File: src/differential_pressure_frame_decoder_assert.svh
// ----------------------------------------------------------------------------
// differential pressure frame decoder assertion macros
// shared property forms used by the decoder's rtl
// ----------------------------------------------------------------------------
`ifndef DIFFERENTIAL_PRESSURE_FRAME_DECODER_ASSERT_SVH
`define DIFFERENTIAL_PRESSURE_FRAME_DECODER_ASSERT_SVH

// consequent must hold in the same cycle as the antecedent
`define DPFD_ASSERT_NOW(lbl, clk, rst, ante, cons) \
   lbl: assert property (@(posedge clk) disable iff (rst) (ante) |-> (cons)) \
      else $error("dpfd assertion failed");

// consequent must hold in the cycle after the antecedent
`define DPFD_ASSERT_NEXT(lbl, clk, rst, ante, cons) \
   lbl: assert property (@(posedge clk) disable iff (rst) (ante) |=> (cons)) \
      else $error("dpfd assertion failed");

`endif

File: src/dpfd_pkg.sv
// ----------------------------------------------------------------------------
// dpfd_pkg
// shared constants and types of the differential pressure frame decoder
// ----------------------------------------------------------------------------
package dpfd_pkg;

   localparam int BYTE_W        = 8;
   localparam int RAW_W         = 16;
   localparam int ST_W          = 3;
   localparam int PQ_W          = 24;
   localparam int TQ_W          = 17;
   localparam int FRAC_BITS_DEF = 8;
   localparam int REQ_DATA_W    = 8;
   localparam int RSP_DATA_W    = 96;
   localparam int RSP_PAD_W     = RSP_DATA_W - (ST_W + 3 * RAW_W + 1 + PQ_W + TQ_W);

   // status codes
   localparam logic [ST_W-1:0] ST_OK         = 3'd0;
   localparam logic [ST_W-1:0] ST_PRESS_CRC  = 3'd1;
   localparam logic [ST_W-1:0] ST_TEMP_CRC   = 3'd2;
   localparam logic [ST_W-1:0] ST_SCALE_CRC  = 3'd3;
   localparam logic [ST_W-1:0] ST_ZERO_SCALE = 3'd4;

   localparam logic [RAW_W-1:0] TEMP_DIVISOR = 16'd200;

   // controller to datapath commands
   typedef struct packed {
      logic byte_en;     // request accepted this cycle
      logic div_load_p;  // load divider with pressure / scale
      logic div_step;    // one restoring division step
      logic cap_p;       // capture pressure and temperature quotients
      logic load_out;    // load the result register
   } cmd_type;

   // datapath to controller status
   typedef struct packed {
      logic frame_end;   // offered byte closes the current frame
   } stat_type;

   typedef struct packed {
      logic [TQ_W-1:0]  temperature_c_q8;
      logic [PQ_W-1:0]  pressure_pa_q8;
      logic             scale_refreshed;
      logic [RAW_W-1:0] scale_factor;
      logic [RAW_W-1:0] temperature_raw;
      logic [RAW_W-1:0] pressure_raw;
      logic [ST_W-1:0]  status;
   } rsp_payload_type;

endpackage

File: src/differential_pressure_frame_decoder.sv
// ----------------------------------------------------------------------------
// differential_pressure_frame_decoder
// crc-8 checked sensor word frames in, one decoded result per frame out
// ----------------------------------------------------------------------------
// channel   dir  handshake                fields
// req       in   req_tvalid/req_tready    tdata: data_byte; tuser: frame_start
// rsp       out  rsp_tvalid/rsp_tready    tdata: status .. temperature_c_q8
//
// one request byte per cycle while idle; a frame-closing byte stops intake
// through the divide, capture and hold states: pressure / scale runs one bit per
// cycle, temperature / 200 is a reciprocal multiply beside it
// the next byte is taken while a finished result still waits on rsp
// a result that cannot leave because the previous one is stalled holds intake off
// reset clears the parser to idle with long frames expected and no scale latched
// ----------------------------------------------------------------------------
module differential_pressure_frame_decoder #(
   parameter int FRAC_BITS = dpfd_pkg::FRAC_BITS_DEF
) (
   input  logic                                clock,
   input  logic                                reset,
   input  logic                                req_tvalid,
   output logic                                req_tready,
   input  logic [dpfd_pkg::REQ_DATA_W-1:0]     req_tdata,  // [7:0] data_byte
   input  logic                                req_tuser,  // [0] frame_start
   output logic                                rsp_tvalid,
   input  logic                                rsp_tready,
   // [2:0] status, [18:3] pressure_raw, [34:19] temperature_raw,
   // [50:35] scale_factor, [51] scale_refreshed, [75:52] pressure_pa_q8,
   // [92:76] temperature_c_q8, [95:93] zero
   output logic [dpfd_pkg::RSP_DATA_W-1:0]     rsp_tdata
);
   import dpfd_pkg::*;

   cmd_type         cmd;
   stat_type        stat;
   rsp_payload_type payload;

   // sequencer: intake, divider steps, result handoff
   dpfd_ctrl #(
      .FRAC_BITS (FRAC_BITS)
   ) u_ctrl (
      .clock      (clock),
      .reset      (reset),
      .req_tvalid (req_tvalid),
      .req_tready (req_tready),
      .rsp_tvalid (rsp_tvalid),
      .rsp_tready (rsp_tready),
      .stat       (stat),
      .cmd        (cmd)
   );

   // parser, crc check, divider and result register
   dpfd_datapath #(
      .FRAC_BITS (FRAC_BITS)
   ) u_datapath (
      .clock       (clock),
      .reset       (reset),
      .data_byte   (req_tdata[BYTE_W-1:0]),
      .frame_start (req_tuser),
      .cmd         (cmd),
      .stat        (stat),
      .payload     (payload)
   );

   // payload struct is declared lowest field last, so it packs straight in
   assign rsp_tdata = {{RSP_PAD_W{1'b0}}, payload};

endmodule

File: src/dpfd_ctrl.sv
// ----------------------------------------------------------------------------
// dpfd_ctrl
// frame decoder sequencer: byte intake, pressure division, result handoff
// ----------------------------------------------------------------------------
`include "differential_pressure_frame_decoder_assert.svh"

module dpfd_ctrl #(
   parameter int FRAC_BITS = dpfd_pkg::FRAC_BITS_DEF
) (
   input  logic               clock,
   input  logic               reset,
   input  logic               req_tvalid,
   output logic               req_tready,
   output logic               rsp_tvalid,
   input  logic               rsp_tready,
   input  dpfd_pkg::stat_type stat,
   output dpfd_pkg::cmd_type  cmd
);
   import dpfd_pkg::*;

   localparam int NUM_W = RAW_W + FRAC_BITS;
   localparam int CNT_W = $clog2(NUM_W);

   localparam logic [2:0] S_IDLE  = 3'd0;
   localparam logic [2:0] S_DIV_P = 3'd1;
   localparam logic [2:0] S_CAP_P = 3'd2;
   localparam logic [2:0] S_HOLD  = 3'd3;

   logic [2:0]       state_ff, state_in;
   logic [CNT_W-1:0] cnt_ff, cnt_in;
   logic             rsp_valid_ff, rsp_valid_in;
   logic             last_step;
   logic             stepping;

   assign req_tready = (state_ff == S_IDLE);
   assign rsp_tvalid = rsp_valid_ff;
   assign last_step  = (cnt_ff == CNT_W'(NUM_W - 1));
   assign stepping   = (state_ff == S_DIV_P);

   always_comb begin
      cmd            = '0;
      cmd.byte_en    = req_tvalid && req_tready;
      cmd.div_load_p = cmd.byte_en && stat.frame_end;
      cmd.div_step   = stepping;
      cmd.cap_p      = (state_ff == S_CAP_P);
      cmd.load_out   = (state_ff == S_HOLD) && (!rsp_valid_ff || rsp_tready);
   end

   always_comb begin
      state_in = state_ff;
      cnt_in   = stepping ? cnt_ff + CNT_W'(1) : '0;
      unique case (state_ff)
         S_IDLE: begin
            if (cmd.div_load_p) state_in = S_DIV_P;
         end
         S_DIV_P: begin
            if (last_step) state_in = S_CAP_P;
         end
         S_CAP_P: begin
            state_in = S_HOLD;
         end
         S_HOLD: begin
            if (cmd.load_out) state_in = S_IDLE;
         end
         default: begin
            state_in = S_IDLE;
         end
      endcase
   end

   always_comb begin
      if (cmd.load_out) rsp_valid_in = 1'b1;
      else if (rsp_tready) rsp_valid_in = 1'b0;
      else rsp_valid_in = rsp_valid_ff;
   end

   always_ff @(posedge clock) begin
      if (reset) begin
         state_ff     <= S_IDLE;
         cnt_ff       <= '0;
         rsp_valid_ff <= 1'b0;
      end else begin
         state_ff     <= state_in;
         cnt_ff       <= cnt_in;
         rsp_valid_ff <= rsp_valid_in;
      end
   end

   `DPFD_ASSERT_NEXT(a_frame_end_divides, clock, reset, cmd.div_load_p, state_ff == S_DIV_P)
   `DPFD_ASSERT_NOW(a_cap_after_div, clock, reset, state_ff == S_CAP_P, $past(state_ff) == S_DIV_P)
   `DPFD_ASSERT_NEXT(a_hold_hands_off, clock, reset, (state_ff == S_HOLD) && !rsp_valid_ff, rsp_valid_ff && (state_ff == S_IDLE))

endmodule

File: src/dpfd_datapath.sv
// ----------------------------------------------------------------------------
// dpfd_datapath
// byte parser with crc-8 check, restoring divider for pressure, reciprocal
// multiply for temperature, result register
// ----------------------------------------------------------------------------
module dpfd_datapath #(
   parameter int FRAC_BITS = dpfd_pkg::FRAC_BITS_DEF
) (
   input  logic                            clock,
   input  logic                            reset,
   input  logic [dpfd_pkg::BYTE_W-1:0]     data_byte,
   input  logic                            frame_start,
   input  dpfd_pkg::cmd_type               cmd,
   output dpfd_pkg::stat_type              stat,
   output dpfd_pkg::rsp_payload_type       payload
);
   import dpfd_pkg::*;

   localparam int NUM_W = RAW_W + FRAC_BITS;
   localparam int EXT_W = ((NUM_W > PQ_W) ? NUM_W : PQ_W) + 1;
   localparam logic [EXT_W-1:0] P_LIM = (EXT_W'(1) << (PQ_W - 1)) - EXT_W'(1);
   localparam logic [EXT_W-1:0] T_LIM = (EXT_W'(1) << (TQ_W - 1)) - EXT_W'(1);

   // temperature / 200 as ((n / 8) * ceil(2^30 / 25)) >> 30, exact while n / 8 < 2^29
   localparam int RCP_W  = 26;
   localparam int RCP_SH = 30;
   localparam int PRE_SH = 3;
   localparam int PROD_W = NUM_W + RCP_W;
   localparam logic [RCP_W-1:0] T_RCP = 26'd42949673;

   localparam logic [7:0] CRC_INIT = 8'hFF;
   localparam logic [7:0] CRC_POLY = 8'h31;
   localparam logic [3:0] LONG_LAST  = 4'd8;
   localparam logic [3:0] SHORT_LAST = 4'd5;

   localparam logic [1:0] K_HIGH = 2'd0;
   localparam logic [1:0] K_LOW  = 2'd1;
   localparam logic [1:0] K_CRC  = 2'd2;

   function automatic logic [7:0] crc_feed(input logic [7:0] c, input logic [7:0] b);
      logic [7:0] r;
      r = c ^ b;
      for (int k = 0; k < 8; k++) begin
         r = r[7] ? ((r << 1) ^ CRC_POLY) : (r << 1);
      end
      return r;
   endfunction

   // byte kind within a word and word index from the frame position
   function automatic logic [3:0] pos_decode(input logic [3:0] p);
      logic [3:0] r;
      unique case (p)
         4'd0:    r = {2'd0, K_HIGH};
         4'd1:    r = {2'd0, K_LOW};
         4'd2:    r = {2'd0, K_CRC};
         4'd3:    r = {2'd1, K_HIGH};
         4'd4:    r = {2'd1, K_LOW};
         4'd5:    r = {2'd1, K_CRC};
         4'd6:    r = {2'd2, K_HIGH};
         4'd7:    r = {2'd2, K_LOW};
         default: r = {2'd2, K_CRC};
      endcase
      return r;
   endfunction

   function automatic logic [EXT_W-1:0] sat_q(input logic [NUM_W-1:0] mag, input logic neg,
                                              input logic [EXT_W-1:0] lim);
      logic [EXT_W-1:0] m;
      logic [EXT_W-1:0] r;
      m = EXT_W'(mag);
      if (!neg) r = (m > lim) ? lim : m;
      else r = (m > lim + EXT_W'(1)) ? -(lim + EXT_W'(1)) : -m;
      return r;
   endfunction

   function automatic logic [RAW_W-1:0] abs16(input logic [RAW_W-1:0] w);
      return w[RAW_W-1] ? (~w + RAW_W'(1)) : w;
   endfunction

   // parser state
   logic [3:0]       pos_ff, pos_in;
   logic             long_ff, long_in;
   logic [7:0]       crc_ff, crc_in;
   logic [7:0]       hold_ff, hold_in;
   logic [RAW_W-1:0] pw_ff, pw_in;
   logic [RAW_W-1:0] tw_ff, tw_in;
   logic [RAW_W-1:0] cand_ff, cand_in;
   logic [RAW_W-1:0] scale_ff, scale_in;
   logic [ST_W-1:0]  err_ff, err_in;
   logic [ST_W-1:0]  res_st_ff, res_st_in;
   logic             res_ref_ff, res_ref_in;

   // divider
   logic [RAW_W-1:0] rem_ff;
   logic [NUM_W-1:0] quo_ff;
   logic [RAW_W-1:0] den_ff;
   logic             neg_ff;
   logic [PQ_W-1:0]  pq_ff;
   logic [TQ_W-1:0]  tq_ff;
   logic [RAW_W:0]   shifted;
   logic [RAW_W+1:0] diff;
   logic             ge;

   // temperature reciprocal multiply
   logic [NUM_W-1:0]  t_num;
   logic [PROD_W-1:0] t_prod;
   logic [NUM_W-1:0]  t_quo;

   rsp_payload_type  payload_ff;

   logic             active;
   logic [3:0]       idx;
   logic [3:0]       dec;
   logic [1:0]       word;
   logic [1:0]       kind;
   logic             last_byte;
   logic [EXT_W-1:0] p_sat, t_sat;
   logic             res_ok;

   assign active    = frame_start || (pos_ff != 4'd0);
   assign idx       = frame_start ? 4'd0 : pos_ff;
   assign dec       = pos_decode(idx);
   assign word      = dec[3:2];
   assign kind      = dec[1:0];
   assign last_byte = idx >= (long_ff ? LONG_LAST : SHORT_LAST);
   assign stat.frame_end = active && last_byte;

   always_comb begin
      logic [ST_W-1:0]  err_base;
      logic [ST_W-1:0]  st;
      logic             refreshed;
      logic [RAW_W-1:0] scale_next;
      pos_in     = pos_ff;
      long_in    = long_ff;
      crc_in     = crc_ff;
      hold_in    = hold_ff;
      pw_in      = pw_ff;
      tw_in      = tw_ff;
      cand_in    = cand_ff;
      scale_in   = scale_ff;
      err_in     = err_ff;
      res_st_in  = res_st_ff;
      res_ref_in = res_ref_ff;
      err_base   = frame_start ? ST_OK : err_ff;
      st         = ST_OK;
      refreshed  = 1'b0;
      scale_next = scale_ff;
      if (cmd.byte_en && active) begin
         err_in = err_base;
         unique case (kind)
            K_HIGH: begin
               crc_in  = crc_feed(CRC_INIT, data_byte);
               hold_in = data_byte;
            end
            K_LOW: begin
               crc_in = crc_feed(crc_ff, data_byte);
               unique case (word)
                  2'd0:    pw_in   = {hold_ff, data_byte};
                  2'd1:    tw_in   = {hold_ff, data_byte};
                  default: cand_in = {hold_ff, data_byte};
               endcase
            end
            default: begin
               if ((data_byte != crc_ff) && (err_base == ST_OK)) begin
                  unique case (word)
                     2'd0:    err_in = ST_PRESS_CRC;
                     2'd1:    err_in = ST_TEMP_CRC;
                     default: err_in = ST_SCALE_CRC;
                  endcase
               end
               crc_in = CRC_INIT;
            end
         endcase
         if (last_byte) begin
            pos_in = 4'd0;
            st     = err_in;
            if (long_ff && (st == ST_OK)) begin
               if (cand_in == '0) begin
                  st = ST_ZERO_SCALE;
               end else begin
                  scale_next = cand_in;
                  refreshed  = 1'b1;
               end
            end
            if ((st == ST_OK) && (scale_next == '0)) st = ST_ZERO_SCALE;
            scale_in   = scale_next;
            long_in    = (scale_next == '0);
            res_st_in  = st;
            res_ref_in = refreshed;
         end else begin
            pos_in = idx + 4'd1;
         end
      end
   end

   always_ff @(posedge clock) begin
      if (reset) begin
         pos_ff   <= 4'd0;
         long_ff  <= 1'b1;
         crc_ff   <= CRC_INIT;
         err_ff   <= ST_OK;
         scale_ff <= '0;
      end else begin
         pos_ff   <= pos_in;
         long_ff  <= long_in;
         crc_ff   <= crc_in;
         err_ff   <= err_in;
         scale_ff <= scale_in;
      end
   end

   always_ff @(posedge clock) begin
      hold_ff    <= hold_in;
      pw_ff      <= pw_in;
      tw_ff      <= tw_in;
      cand_ff    <= cand_in;
      res_st_ff  <= res_st_in;
      res_ref_ff <= res_ref_in;
   end

   // restoring division on magnitudes, one quotient bit per cycle
   assign shifted = {rem_ff, quo_ff[NUM_W-1]};
   assign diff    = {1'b0, shifted} - {2'b00, den_ff};
   assign ge      = !diff[RAW_W+1];
   assign p_sat   = sat_q(quo_ff, neg_ff, P_LIM);
   assign res_ok  = (res_st_ff == ST_OK);

   // temperature magnitude quotient, settles while the pressure divider runs
   assign t_num  = (NUM_W'(abs16(tw_ff)) << FRAC_BITS) >> PRE_SH;
   assign t_prod = PROD_W'(t_num) * PROD_W'(T_RCP);
   assign t_quo  = NUM_W'(t_prod >> RCP_SH);
   assign t_sat  = sat_q(t_quo, tw_ff[RAW_W-1], T_LIM);

   always_ff @(posedge clock) begin
      if (cmd.div_load_p) begin
         rem_ff <= '0;
         quo_ff <= NUM_W'(abs16(pw_in)) << FRAC_BITS;
         den_ff <= scale_in;
         neg_ff <= pw_in[RAW_W-1];
      end else if (cmd.div_step) begin
         rem_ff <= ge ? diff[RAW_W-1:0] : shifted[RAW_W-1:0];
         quo_ff <= {quo_ff[NUM_W-2:0], ge};
      end
      if (cmd.cap_p) begin
         pq_ff <= p_sat[PQ_W-1:0];
         tq_ff <= t_sat[TQ_W-1:0];
      end
   end

   always_ff @(posedge clock) begin
      if (cmd.load_out) begin
         payload_ff.status           <= res_st_ff;
         payload_ff.pressure_raw     <= pw_ff;
         payload_ff.temperature_raw  <= tw_ff;
         payload_ff.scale_factor     <= scale_ff;
         payload_ff.scale_refreshed  <= res_ref_ff;
         payload_ff.pressure_pa_q8   <= res_ok ? pq_ff : '0;
         payload_ff.temperature_c_q8 <= res_ok ? tq_ff : '0;
      end
   end

   assign payload = payload_ff;

endmodule

File: config.mk
export PLATFORM = sky130hd
export DESIGN_NAME = differential_pressure_frame_decoder
export DESIGN_NICKNAME = d
export VERILOG_FILES = /design/src/dpfd_pkg.sv /design/src/differential_pressure_frame_decoder.sv /design/src/dpfd_ctrl.sv /design/src/dpfd_datapath.sv
export VERILOG_INCLUDE_DIRS = /design/src /design/src/src
export SDC_FILE = /design/constraint.sdc
export NUM_CORES = 1
export LEC_CHECK = 0
export BUFFER_PORTS_ARGS = -buffer_cell sky130_fd_sc_hd__clkbuf_2
export CAP_MARGIN = 20
export CORE_MARGIN = 10
export CORE_UTILIZATION = 55
export DETAILED_ROUTE_END_ITERATION = 12
export PLACE_DENSITY = 0.73
export SETUP_SLACK_MARGIN = 0.1
export SYNTH_ARGS = -nofsm -noshare
export SYNTH_HDL_FRONTEND = slang
export SYNTH_SLANG_ARGS = --single-unit
File: constraint.sdc
create_clock -name clock -period 9.7 [get_ports clock]
set_input_delay 0.485 -clock clock [delete_from_list [all_inputs] [get_ports clock]]
set_output_delay 0.485 -clock clock [all_outputs]
set_load 0.02 [all_outputs]
==> results of run 1 <==
## power breakdown
part | total, mW | switching [mW] | internal [mW]
clock network | 1.14 | 0.519 | 0.625
logic | 0.786 | 0.448 | 0.337
registers | 1.58 | 0.119 | 1.46
## flip-flops by register name, summed over array words and instances (netlist names), 2 cells and up
name,count
u_datapath.cand_ff,16
u_datapath.scale_ff,16
u_datapath.payload,93
u_datapath.tw_ff,16
u_datapath.hold_ff,8
u_datapath.pw_ff,16
u_datapath.quo_ff,24
u_ctrl.cnt_ff,5
u_datapath.den_ff,16
u_datapath.err_ff,3
u_datapath.res_st_ff,3
u_ctrl.state_ff,2
u_datapath.pos_ff,4
u_datapath.rem_ff,16
u_datapath.tq_ff,17
u_datapath.crc_ff,8
u_datapath.pq_ff,24
## metal layers
layer | vias up | part of all wire (%)
li1 | 6691 | -
met1 | 6733 | 45
met2 | 383 | 48
met3 | 67 | 5.2
met4 | 0 | 2.1
met5 | - | 0
## cells in the mapped netlist (13+ instances only)
| cell type | count | area, um^2 |
|---|---|---|
| inv_1 | 276 | 1040 |
| edfxtp_1 | 211 | 6340 |
| ha_1 | 193 | 2410 |
| fa_1 | 120 | 2400 |
| nor2_1 | 114 | 428 |
| o21ai_0 | 85 | 425 |
| nand2_1 | 82 | 308 |
| a21oi_1 | 81 | 405 |
| dfxtp_1 | 80 | 1600 |
| xnor2_1 | 72 | 631 |
| clkbuf_1 | 54 | 203 |
| and2_1 | 49 | 307 |
| nor3_1 | 40 | 200 |
| nand3_1 | 39 | 195 |
| mux2_2 | 38 | 428 |
| xor2_1 | 31 | 272 |
| mux2i_1 | 30 | 300 |
| nor2b_1 | 26 | 163 |
| a211oi_1 | 23 | 173 |
| or3_1 | 19 | 119 |
| nand4_1 | 13 | 81.3 |
| o311ai_0 | 13 | 114 |
## cells by family (layout without fill, tap and decap cells)
kind of cell	count (synthesis)	count (layout)
XOR/XNOR	103	103
multiplexers	68	68
adder cells (fa/ha/maj)	313	313
flip-flops	291	291
other	1	3
buffers and inverters	339	463
AND/OR/NAND/NOR	455	455
AO/OA/AOI/OAI	302	302
## metrics by stage
step | hold WS (ns) | instance area, um^2 | instances | setup slack (ns) | total power, mW
4_1_cts | 0.109 | 22000 | 2456 | 0.566 | 3.52
3_3_place_gp | 0.414 | 21000 | 2398 | 0.864 | 2.34
6_report | 0.125 | 22000 | 2459 | 0.628 | 3.51
3_5_place_dp | 0.412 | 21000 | 2398 | 0.615 | 2.37
5_1_grt | 0.130 | 22000 | 2459 | 0.0865 | 3.70
2_1_floorplan | 0.400 | 19900 | 1874 | 1.43 | 2.18
## how the worst max path moves through the flow
stage	start	to	slack, ns	depth (start not counted)
2_1_floorplan	u_datapath.tw_ff[0]	u_datapath.tq_ff[15]	1.43	26
3_3_place_gp	u_datapath.tw_ff[3]	u_datapath.tq_ff[15]	0.86	25
3_5_place_dp	u_datapath.tw_ff[3]	u_datapath.tq_ff[15]	0.61	25
4_1_cts	u_datapath.tw_ff[3]	u_datapath.tq_ff[15]	0.57	23
5_1_grt	u_datapath.tw_ff[3]	u_datapath.tq_ff[15]	0.09	25
6_report	u_datapath.tw_ff[3]	u_datapath.tq_ff[13]	0.63	25
## cell type report
cell class / count / area (um^2) / area share (%)
sequential: 291 / 7940 / 36.1
timing repair buffer: 127 / 693 / 3.15
tap: 461 / 577 / 2.62
multi-input combinational: 1244 / 10700 / 48.9
clock inverter: 25 / 208 / 0.945
inverter: 278 / 1040 / 4.75
clock buffer: 33 / 783 / 3.56
==> summary.txt, run 1 <==
Run status
  • Outcome: complete, no violations

Clock network
  • Root buffer cell: clkbuf_16
  • Clk slew on worst S/H paths: 0.06 ns
  • Clk Latency, worst-skew pair: 0.59 ns
  • TritonCTS clock tree: done
  • Post-CTS Resized: 0
  • CTS sink count: 291
  • Clock buffer count from CTS: 31
  • Post-CTS Hold Fix Bufs: 0
  • Setup Fix Bufs, Post-CTS: 0
  • Depth of the CTS H-tree: 1
  • Max Buffers Root-to-Sink: 3

STA
  • Final period util: 93.5%
  • Highest clock rate: 110 MHz
  • Final hold vios: 0
  • Min Tclk post-route: 9.07 ns
  • Final setup viols: 0
  • Worst Skew: 0.0225 ns
  • Worst slew pin tran: 1.05 ns
  • Setup TNS Final: 0 ns
  • Unrepaired setup endpoints after global routing: false
  • Final slew viol count: 0
  • Slew HR: 30.1%

Pwr
  • Static leakage: 9.57 nW
  • Max IR drop VDD: 0.174 mV
  • Pwr per Cell Area: 160 nW/um^2

Final layout
  • Share of layout cells above drive strength 1: 12.1%
  • Fill cells: 2892
  • Synth-to-layout area growth: 10.3%
  • Final core occ: 61.7%
  • Most common cell after layout, fill and taps aside: inv_1
  • Final nets: 2299
  • Most frequent cells in the layout: 276 x inv_1, 211 x edfxtp_1, 191 x ha_1, 120 x fa_1, 114 x nor2_1
  • # diodes: 0

Worst hold path
  • WHS Path Cells: 2
  • Worst Hold Class: primary input to register
  • Hold worst-path end: u_datapath.err_ff[2]
  • Min-delay src: req_tvalid

Drt
  • DR iter-0 viols: 909
  • Antenna-violating nets left: 0
  • Wirelength per Cell: 19.0 um
  • Drt drc: 0
  • Number of detailed-route iterations in the first pass: 5
  • Drt total wl: 46700 um
  • Via Count: 13.9k
  • Vias per std cell: 5.64

Yosys
  • Synth Area in Simple Gates: 11.8%
  • Synthesized area per cell: 10.6 um^2
  • Sequential-to-total area share from yosys stat: 39.8%
  • Post-synth EDFFs: 211
  • Ys async rst share: 0%
  • Synth cell types: 70
  • Yosys reg bits: 291
  • Xor-xnor portion of the synthesized cell area: 4.53%
  • Synth Cell Area: 19900 um^2
  • Largest family of logic cells by synthesized area: adder cells
  • Main flop type after synthesis: edfxtp_1
  • Cells after Synth: 1872
  • Adder-Cell Fraction of Synth Area: 24.2%
  • Synth warn: 0
  • Mux contribution to synthesized area: 3.65%
  • Synth Area in Compound Gates: 9.54%

Worst setup path
  • Crit-path max cell delay: 0.63 ns
  • Crit-path max FO: 12
  • WS Path Type: register to register
  • FF-to-FF setup slack: 0.63 ns
  • Slowest cell on crit path: o21ai_0
  • Critical path's top delay family: adder cells
  • Most numerous cell on the critical path: fa_1
  • R2R cell count: 25
  • Reg-to-Reg End: u_datapath.tq_ff[13]
  • WP data required: 10.07 ns
  • Startpoint Class: register
  • CP Data Arrival Time: 9.45 ns
  • R2R Path Start: u_datapath.tw_ff[3]
  • CP Capture Type: register
  • Buf/Inv on CP: 3

Global routing
  • Gr ovfl total: 0
  • Vias in the first global route: 14.2k
  • Top Usage Layer GRT: met2
  • Largest net degree at the start of global routing: 76
  • Antenna violations before repair: 0
  • Met1 Usage GRT: 27.9%
  • GRT met2 Usage: 35.9%
  • First-pass GRT wire length: 75500 um
  • Met3 Track Usage GR: 3.12%
  • Tot GR Track Use: 21.1%

Floorplanning
  • Core area: 35700 um^2
  • Initial Utilization: 55.9%
  • Die height: 210 um
  • Number of top-level pins: 111
  • Die area: 44200 um^2
  • Die Width: 210 um
  • Core Rows: 69

Placement
  • Final HPWL DP: 36500 um
  • Placer Congestion: 0.923
  • IO Port Bufs: 107

Flow run
  • Max-Cap Viols: 0
(Power assumes the default switching activity.)
==> run 2, diff against run 1 <==
Settings changed: CORE_UTILIZATION 55 to 42, PLACE_DENSITY 0.73 to default, REMOVE_ABC_BUFFERS from default to 1.
==> run 2 against run 1 <==
- critical path depth down 1
- largest cell class unchanged
- setup slack better by 0.22 ns
- die area up 28%
==> summary.txt, run 2 (synthesized netlist as in run 1, its figures left out) <==
STA
  • Unrepaired setup endpoints after global routing: false (unchanged)
  • Final slew viol count: 0 (unchanged)
  • Worst slew pin tran: 1.06 ns (was 1.05 ns)
  • Slew HR: 29.4% (was 30.1%)
  • Highest clock rate: 113 MHz (was 110 MHz)
  • Setup TNS Final: 0 ns (unchanged)
  • Setup ws final: 0.850 ns (was 0.628 ns)
  • Worst hold slack: 0.132 ns (was 0.125 ns)
  • Final hold vios: 0 (unchanged)
  • Final period util: 91.2% (was 93.5%)
  • Worst Skew: 0.0269 ns (was 0.0225 ns)
  • Min Tclk post-route: 8.85 ns (was 9.07 ns)
  • Final setup viols: 0 (unchanged)

Clock network
  • Post-CTS Resized: 0 (unchanged)
  • Setup Fix Bufs, Post-CTS: 0 (unchanged)
  • CTS sink count: 291 (unchanged)
  • Clock buffer count from CTS: 30 (was 31)
  • Clk Latency, worst-skew pair: 0.58 ns (was 0.59 ns)
  • TritonCTS clock tree: done (unchanged)
  • Clk slew on worst S/H paths: 0.06 ns (about the same)
  • Post-CTS Hold Fix Bufs: 0 (unchanged)
  • Depth of the CTS H-tree: 1 (unchanged)
  • Max Buffers Root-to-Sink: 3 (unchanged)
  • Root buffer cell: clkbuf_16 (unchanged)

Pwr
  • Static leakage: 9.58 nW (was 9.57 nW)
  • Power, Total: 3.49 mW (was 3.51 mW)
  • Max IR drop VDD: 0.132 mV (was 0.174 mV)
  • Pwr per Cell Area: 157 nW/um^2 (was 160 nW/um^2)

Drt
  • DR iter-0 viols: 858 (was 909)
  • Vias per std cell: 5.28 (was 5.64)
  • Via Count: 13.8k (was 13.9k)
  • Drt drc: 0 (unchanged)
  • Drt total wl: 48800 um (was 46700 um)
  • Wirelength per Cell: 18.7 um (was 19.0 um)
  • Antenna-violating nets left: 0 (unchanged)
  • Number of detailed-route iterations in the first pass: 4 (was 5)

Final layout
  • Final core occ: 47.5% (was 61.7%)
  • Flip-flop count of the largest register after layout: 93 (unchanged)
  • Share of layout cells above drive strength 1: 11.9% (was 12.1%)
  • Final Non-Filler Cells: 2608 (was 2459)
  • Most frequent cells in the layout: 276 x inv_1, 211 x edfxtp_1, 191 x ha_1, 120 x fa_1, 114 x nor2_1 (unchanged)
  • Final nets: 2302 (was 2299)
  • Synth-to-layout area growth: 11.5% (was 10.3%)
  • Most common cell after layout, fill and taps aside: inv_1 (unchanged)
  • Final Cell Area: 22200 um^2 (was 22000 um^2)

Global routing
  • Met3 Track Usage GR: 2.49% (was 3.12%)
  • Antenna violations before repair: 2 (was 0)
  • Gr ovfl total: 0 (unchanged)
  • Vias in the first global route: 13.7k (was 14.2k)
  • Tot GR Track Use: 17.1% (was 21.1%)
  • First-pass GRT wire length: 77000 um (was 75500 um)
  • GRT met2 Usage: 27.5% (was 35.9%)
  • Met1 Usage GRT: 23.6% (was 27.9%)
  • Largest net degree at the start of global routing: 82 (was 76)
  • Top Usage Layer GRT: met2 (unchanged)

Worst setup path
  • WS Path Type: register to register (unchanged)
  • WP data required: 10.09 ns (was 10.07 ns)
  • Buf/Inv on CP: 2 (was 3)
  • Most numerous cell on the critical path: fa_1 (unchanged)
  • Startpoint Class: register (unchanged)
  • Critical path's top delay family: adder cells (unchanged)
  • Crit-path max FO: 7 (was 12)
  • CP Capture Type: register (unchanged)
  • Crit-path max cell delay: 0.56 ns (was 0.63 ns)
  • Slowest cell on crit path: fa_1 (was o21ai_0)
  • Crit-path cells: or4_1, or3_1, o21ai_0, xnor2_1, inv_1, fa_1, fa_1, inv_1, fa_1, fa_1, fa_1, fa_1, ha_1, a21oi_1, o21ai_0, or3_1, a2111oi_1, nor3_1, a211oi_2, nand4_1, nor4_2, nand3b_1, xnor2_1, a211oi_1
  • CP Data Arrival Time: 9.24 ns (was 9.45 ns)

Placement
  • Placed instance area: 21200 um^2 (was 21000 um^2)
  • Placer Congestion: 0.948 (was 0.923)
  • Final HPWL DP: 38300 um (was 36500 um)
  • Placed cell count: 2548 (was 2398)
  • DP Worst Slack: 0.642 ns (was 0.615 ns)
  • IO Port Bufs: 107 (unchanged)

Floorplanning
  • Die area: 56600 um^2 (was 44200 um^2)
  • Die Width: 238 um (was 210 um)
  • Initial Utilization: 42.6% (was 55.9%)
  • Number of top-level pins: 111 (unchanged)
  • Die height: 238 um (was 210 um)
  • Core area: 46800 um^2 (was 35700 um^2)
  • Core Rows: 79 (was 69)

Flow run
  • Max-Cap Viols: 0 (unchanged)

Worst hold path
  • Worst Hold Class: primary input to register (unchanged)

Run status
  • Outcome: complete, no violations (unchanged)
==> run 2: cell types whose count changed in the layout (fill, tap and decap cells not counted), moves of 2 or more <==
| cell | previous run | this run |
|---|---|---|
| buf_4 | 18 | 21 |
| buf_6 | 2 | 0 |
| clkbuf_1 | 2 | 5 |
| clkinv_1 | 4 | 7 |
| clkinv_2 | 7 | 5 |
| inv_6 | 6 | 0 |
==> run 2: layer usage <==
metal | routed length, um | vias to the layer above
li1 | - | 6699
met1 | 22900 | 6679
met2 | 22400 | 327
met3 | 2240 | 64
met4 | 1320 | 0
met5 | 0 | -
==> run 2: cell type report <==
type | instances | area, um^2
fillers | 4316 | 24500
multi-input cells | 1244 | 10800
flip-flops and latches | 291 | 7940
inverters | 278 | 1040
clock buffers | 36 | 783
well taps | 607 | 759
repair buffers | 131 | 756
clock inverters | 20 | 188
diodes | 1 | 2.50
==> run 2: worst paths after layout <==
| kind | cells after the start | slack (ns) | startpoint | endpoint |
|---|---|---|---|---|
| worst max-delay path | 24 | 0.85 | u_datapath.tw_ff[7] | u_datapath.tq_ff[15] |
| worst min-delay path | 2 | 0.13 | req_tvalid | u_datapath.err_ff[2] |
| worst max register to register | 24 | 0.85 | u_datapath.tw_ff[7] | u_datapath.tq_ff[15] |
| worst min register to register | 0 | 0.43 | u_datapath.pw_ff[6] | u_datapath.payload[9] |
==> run 2: worst reg2reg max path: stages, from the launching register on <==
cell	delay [ns]
edfxtp_1	0.45
or4_1	0.55
or3_1	0.40
o21ai_0	0.33
xnor2_1	0.35
inv_1	0.13
fa_1	0.56
fa_1	0.55
inv_1	0.06
fa_1	0.50
fa_1	0.52
fa_1	0.45
fa_1	0.48
ha_1	0.40
a21oi_1	0.22
o21ai_0	0.19
or3_1	0.41
a2111oi_1	0.46
nor3_1	0.14
a211oi_2	0.28
nand4_1	0.29
nor4_2	0.44
nand3b_1	0.13
xnor2_1	0.14
a211oi_1	0.23
==> run 2: where the power goes <==
group	internal [mW]	leakage (nW)	total, mW	switching [mW]
Combinational	0.340	6.54	0.789	0.449
Clock	0.633	0.455	1.12	0.488
Sequential	1.46	2.58	1.58	0.113
Total	2.43	9.58	3.49	1.05
==> run 3, diff against run 2 <==
Settings changed: CELL_PAD_IN_SITES_DETAIL_PLACEMENT from default to 1, CELL_PAD_IN_SITES_GLOBAL_PLACEMENT from default to 1, GPL_TIMING_DRIVEN from default to 1, PLACE_DENSITY_LB_ADDON from default to 0.1.
==> run 3 against run 2 <==
- sequential share of layout area down 0.38 points
- register-to-register slack got worse by 0.19 ns
- worst hold slack better by 0.056 ns
- die area unchanged
- critical path depth stayed put
- critical path type unchanged
- largest power group unchanged
==> summary.txt, run 3 (synthesized netlist as in run 1, its figures left out) <==
Run status
  • Outcome: complete, no violations (unchanged)

Flow run
  • Max-Cap Viols: 0 (unchanged)

Clock network
  • Max Buffers Root-to-Sink: 3 (unchanged)
  • Clk slew on worst S/H paths: 0.07 ns (was 0.06 ns)
  • Root buffer cell: clkbuf_16 (unchanged)
  • Clock buffer count from CTS: 36 (was 30)
  • TritonCTS clock tree: done (unchanged)
  • Depth of the CTS H-tree: 2 (was 1)
  • CTS sink count: 291 (unchanged)
  • Clk Latency, worst-skew pair: 0.56 ns (was 0.58 ns)

Global routing
  • Vias in the first global route: 15.0k (was 13.7k)
  • First-pass GRT wire length: 86500 um (was 77000 um)
  • Antenna violations before repair: 1 (was 2)
  • Gr ovfl total: 0 (unchanged)
  • Tot GR Track Use: 19.5% (was 17.1%)
  • Largest net degree at the start of global routing: 60 (was 82)

Drt
  • Drt drc: 0 (unchanged)
  • Vias per std cell: 5.37 (was 5.28)
  • Wirelength per Cell: 21.2 um (was 18.7 um)
  • Via Count: 14.0k (was 13.8k)
  • Drt total wl: 55400 um (was 48800 um)
  • Antenna-violating nets left: 0 (unchanged)
  • Number of detailed-route iterations in the first pass: 5 (was 4)
  • DR iter-0 viols: 858 (unchanged)

Floorplanning
  • Die area: 56600 um^2 (unchanged)
  • Core Rows: 79 (unchanged)
  • Number of top-level pins: 111 (unchanged)
  • Die height: 238 um (unchanged)
  • Initial Utilization: 42.6% (unchanged)
  • Die Width: 238 um (unchanged)
  • Core area: 46800 um^2 (unchanged)

Placement
  • DP Worst Slack: 0.568 ns (was 0.642 ns)
  • Placed cell count: 2551 (was 2548)
  • Final HPWL DP: 43400 um (was 38300 um)
  • IO Port Bufs: 107 (unchanged)
  • Placer Congestion: 0.891 (was 0.948)

Worst setup path
  • FF-to-FF setup slack: 0.66 ns (was 0.85 ns)
  • CP Capture Type: register (unchanged)
  • Crit-path max FO: 7 (unchanged)
  • R2R cell count: 24 (unchanged)
  • Most numerous cell on the critical path: fa_1 (unchanged)
  • Reg-to-Reg End: u_datapath.tq_ff[15] (unchanged)
  • CP Data Arrival Time: 9.41 ns (was 9.24 ns)
  • R2R Path Start: u_datapath.tw_ff[7] (unchanged)
  • Startpoint Class: register (unchanged)
  • WP data required: 10.07 ns (was 10.09 ns)
  • WS Path Type: register to register (unchanged)
  • Crit-path cells: or4_1, or3_1, o21ai_0, xnor2_1, inv_1, fa_1, fa_1, inv_1, fa_1, fa_1, fa_1, fa_1, ha_1, a21oi_1, o21ai_0, or3_1, a2111oi_0, nor3_1, a211oi_2, nand4_1, nor4_2, nand3b_1, xnor2_1, a211oi_1 (was or4_1, or3_1, o21ai_0, xnor2_1, inv_1, fa_1, fa_1, inv_1, fa_1, fa_1, fa_1, fa_1, ha_1, a21oi_1, o21ai_0, or3_1, a2111oi_1, nor3_1, a211oi_2, nand4_1, nor4_2, nand3b_1, xnor2_1, a211oi_1)
  • Slowest cell on crit path: or4_1 (was fa_1)
  • Crit-path max cell delay: 0.56 ns (about the same)

Pwr
  • Static leakage: 9.72 nW (was 9.58 nW)
  • Combinational fraction of design power: 21.2% (was 22.6%)
  • Pwr per Cell Area: 169 nW/um^2 (was 157 nW/um^2)
  • Reg power frac: 41.6% (was 45.2%)
  • Clock power share: 37.2% (was 32.2%)
  • Power, Total: 3.81 mW (was 3.49 mW)
  • Pint: 2.67 mW (was 2.43 mW)
  • Max IR drop VDD: 0.165 mV (was 0.132 mV)
  • NetSw: 1.14 mW (was 1.05 mW)
  • Switching Share: 29.9% (was 30.1%)

STA
  • Highest clock rate: 111 MHz (was 113 MHz)
  • Worst Skew: 0.0235 ns (was 0.0269 ns)
  • Slew HR: 27.6% (was 29.4%)
  • Final setup viols: 0 (unchanged)
  • Final hold vios: 0 (unchanged)
  • Final slew viol count: 0 (unchanged)
  • Worst hold slack: 0.188 ns (was 0.132 ns)
  • Unrepaired setup endpoints after global routing: false (unchanged)
  • Setup TNS Final: 0 ns (unchanged)
  • Worst slew pin tran: 1.08 ns (was 1.06 ns)
  • Setup ws final: 0.663 ns (was 0.850 ns)
  • Final period util: 93.2% (was 91.2%)
  • Min Tclk post-route: 9.04 ns (was 8.85 ns)

Worst hold path
  • Min-delay src: req_tvalid (unchanged)
  • WHS Path Cells: 2 (unchanged)
  • Worst Hold Class: primary input to register (unchanged)
  • Hold worst-path end: u_datapath.err_ff[2] (unchanged)

Final layout
  • Fill cells: 5122 (was 4316)
  • # diodes: 0 (was 1)
  • Synth-to-layout area growth: 12.7% (was 11.5%)
  • Most common cell after layout, fill and taps aside: inv_1 (unchanged)
  • Share of layout cells above drive strength 1: 12.3% (was 11.9%)
  • Flip-flop count of the largest register after layout: 93 (unchanged)
  • Multi-input gate area: 10800 um^2 (about the same)
  • FF/Latch Area: 7940 um^2 (unchanged)
  • Final Non-Filler Cells: 2616 (was 2608)
  • Most frequent cells in the layout: 276 x inv_1, 211 x edfxtp_1, 191 x ha_1, 120 x fa_1, 114 x nor2_1 (unchanged)
  • Final nets: 2308 (was 2302)
run 3: changes by cell type in the layout (fill, tap and decap cells not counted), sizes merged:
| cell | change |
|---|---|
| inv | +1 |
| bufinv | +2 |
| clkinv | -3 |
| clkinvlp | -4 |
| clkbuf | +13 |
| diode | -1 |
run 3: worst max-delay path by stage:
stage | start | end | slack [ns] | cells past startpoint
after floorplan | u_datapath.tw_ff[0] | u_datapath.tq_ff[15] | 1.42 | 26
after global placement | u_datapath.tw_ff[7] | u_datapath.tq_ff[15] | 0.78 | 24
after detailed placement | u_datapath.tw_ff[7] | u_datapath.tq_ff[15] | 0.57 | 24
after CTS | u_datapath.tw_ff[7] | u_datapath.tq_ff[15] | 0.53 | 24
after global routing | u_datapath.tw_ff[3] | u_datapath.tq_ff[2] | 0.05 | 24
final | u_datapath.tw_ff[7] | u_datapath.tq_ff[15] | 0.66 | 24
run 3: final cells by class:
cell class | count | area share, %
Clock inverter | 16 | 0.913
Clock buffer | 49 | 4.65
Inverter | 278 | 4.65
Timing Repair Buffer | 131 | 3.22
Sequential cell | 291 | 35.3
Multi-Input combinational cell | 1244 | 47.9
Tap cell | 607 | 3.38
run 3: repair_timing:
item / in CTS / in global routing
setup buffers: 0 / 0
resized for setup: 0 / 2
hold buffers: 0 / 0
endpoints found under the setup margin: 0 / 2
run 3: power by group through the flow:
| stage | clock (mW) | combinational, mW | sequential [mW] |
|---|---|---|---|
| 2_1_floorplan | 0 | 0.619 | 1.55 |
| 3_3_place_gp | 0 | 0.779 | 1.61 |
| 3_5_place_dp | 0 | 0.807 | 1.61 |
| 4_1_cts | 1.45 | 0.815 | 1.59 |
| 5_1_grt | 1.50 | 0.924 | 1.60 |
| 6_report | 1.42 | 0.805 | 1.59 |
run 3: per-stage QoR:
stage	instance area (um^2)	util [%]
after floorplan	19700	-
after global placement	21200	45.3
after detailed placement	21200	45.4
after CTS	22500	48.0
after global routing	22500	48.0
final	22500	48.0
run 3: routing by layer:
metal  track usage (%)  up-vias  part of all wire [%]
met2              33.1      251                    48
met3              3.22       70                   4.3
met4              5.71        0                   2.4
li1                  -     6710                     -
met5                 0        -                     0
met1              25.2     7010                    46
run 3: critical path: cells and delay by family (launching register included):
family / cells / cell delay, ns
compound gates: 6 / 1.80
xor+xnor: 2 / 0.48
fa+ha+maj: 7 / 3.52
buf+inv: 2 / 0.20
flops: 1 / 0.45
simple gates: 7 / 2.40
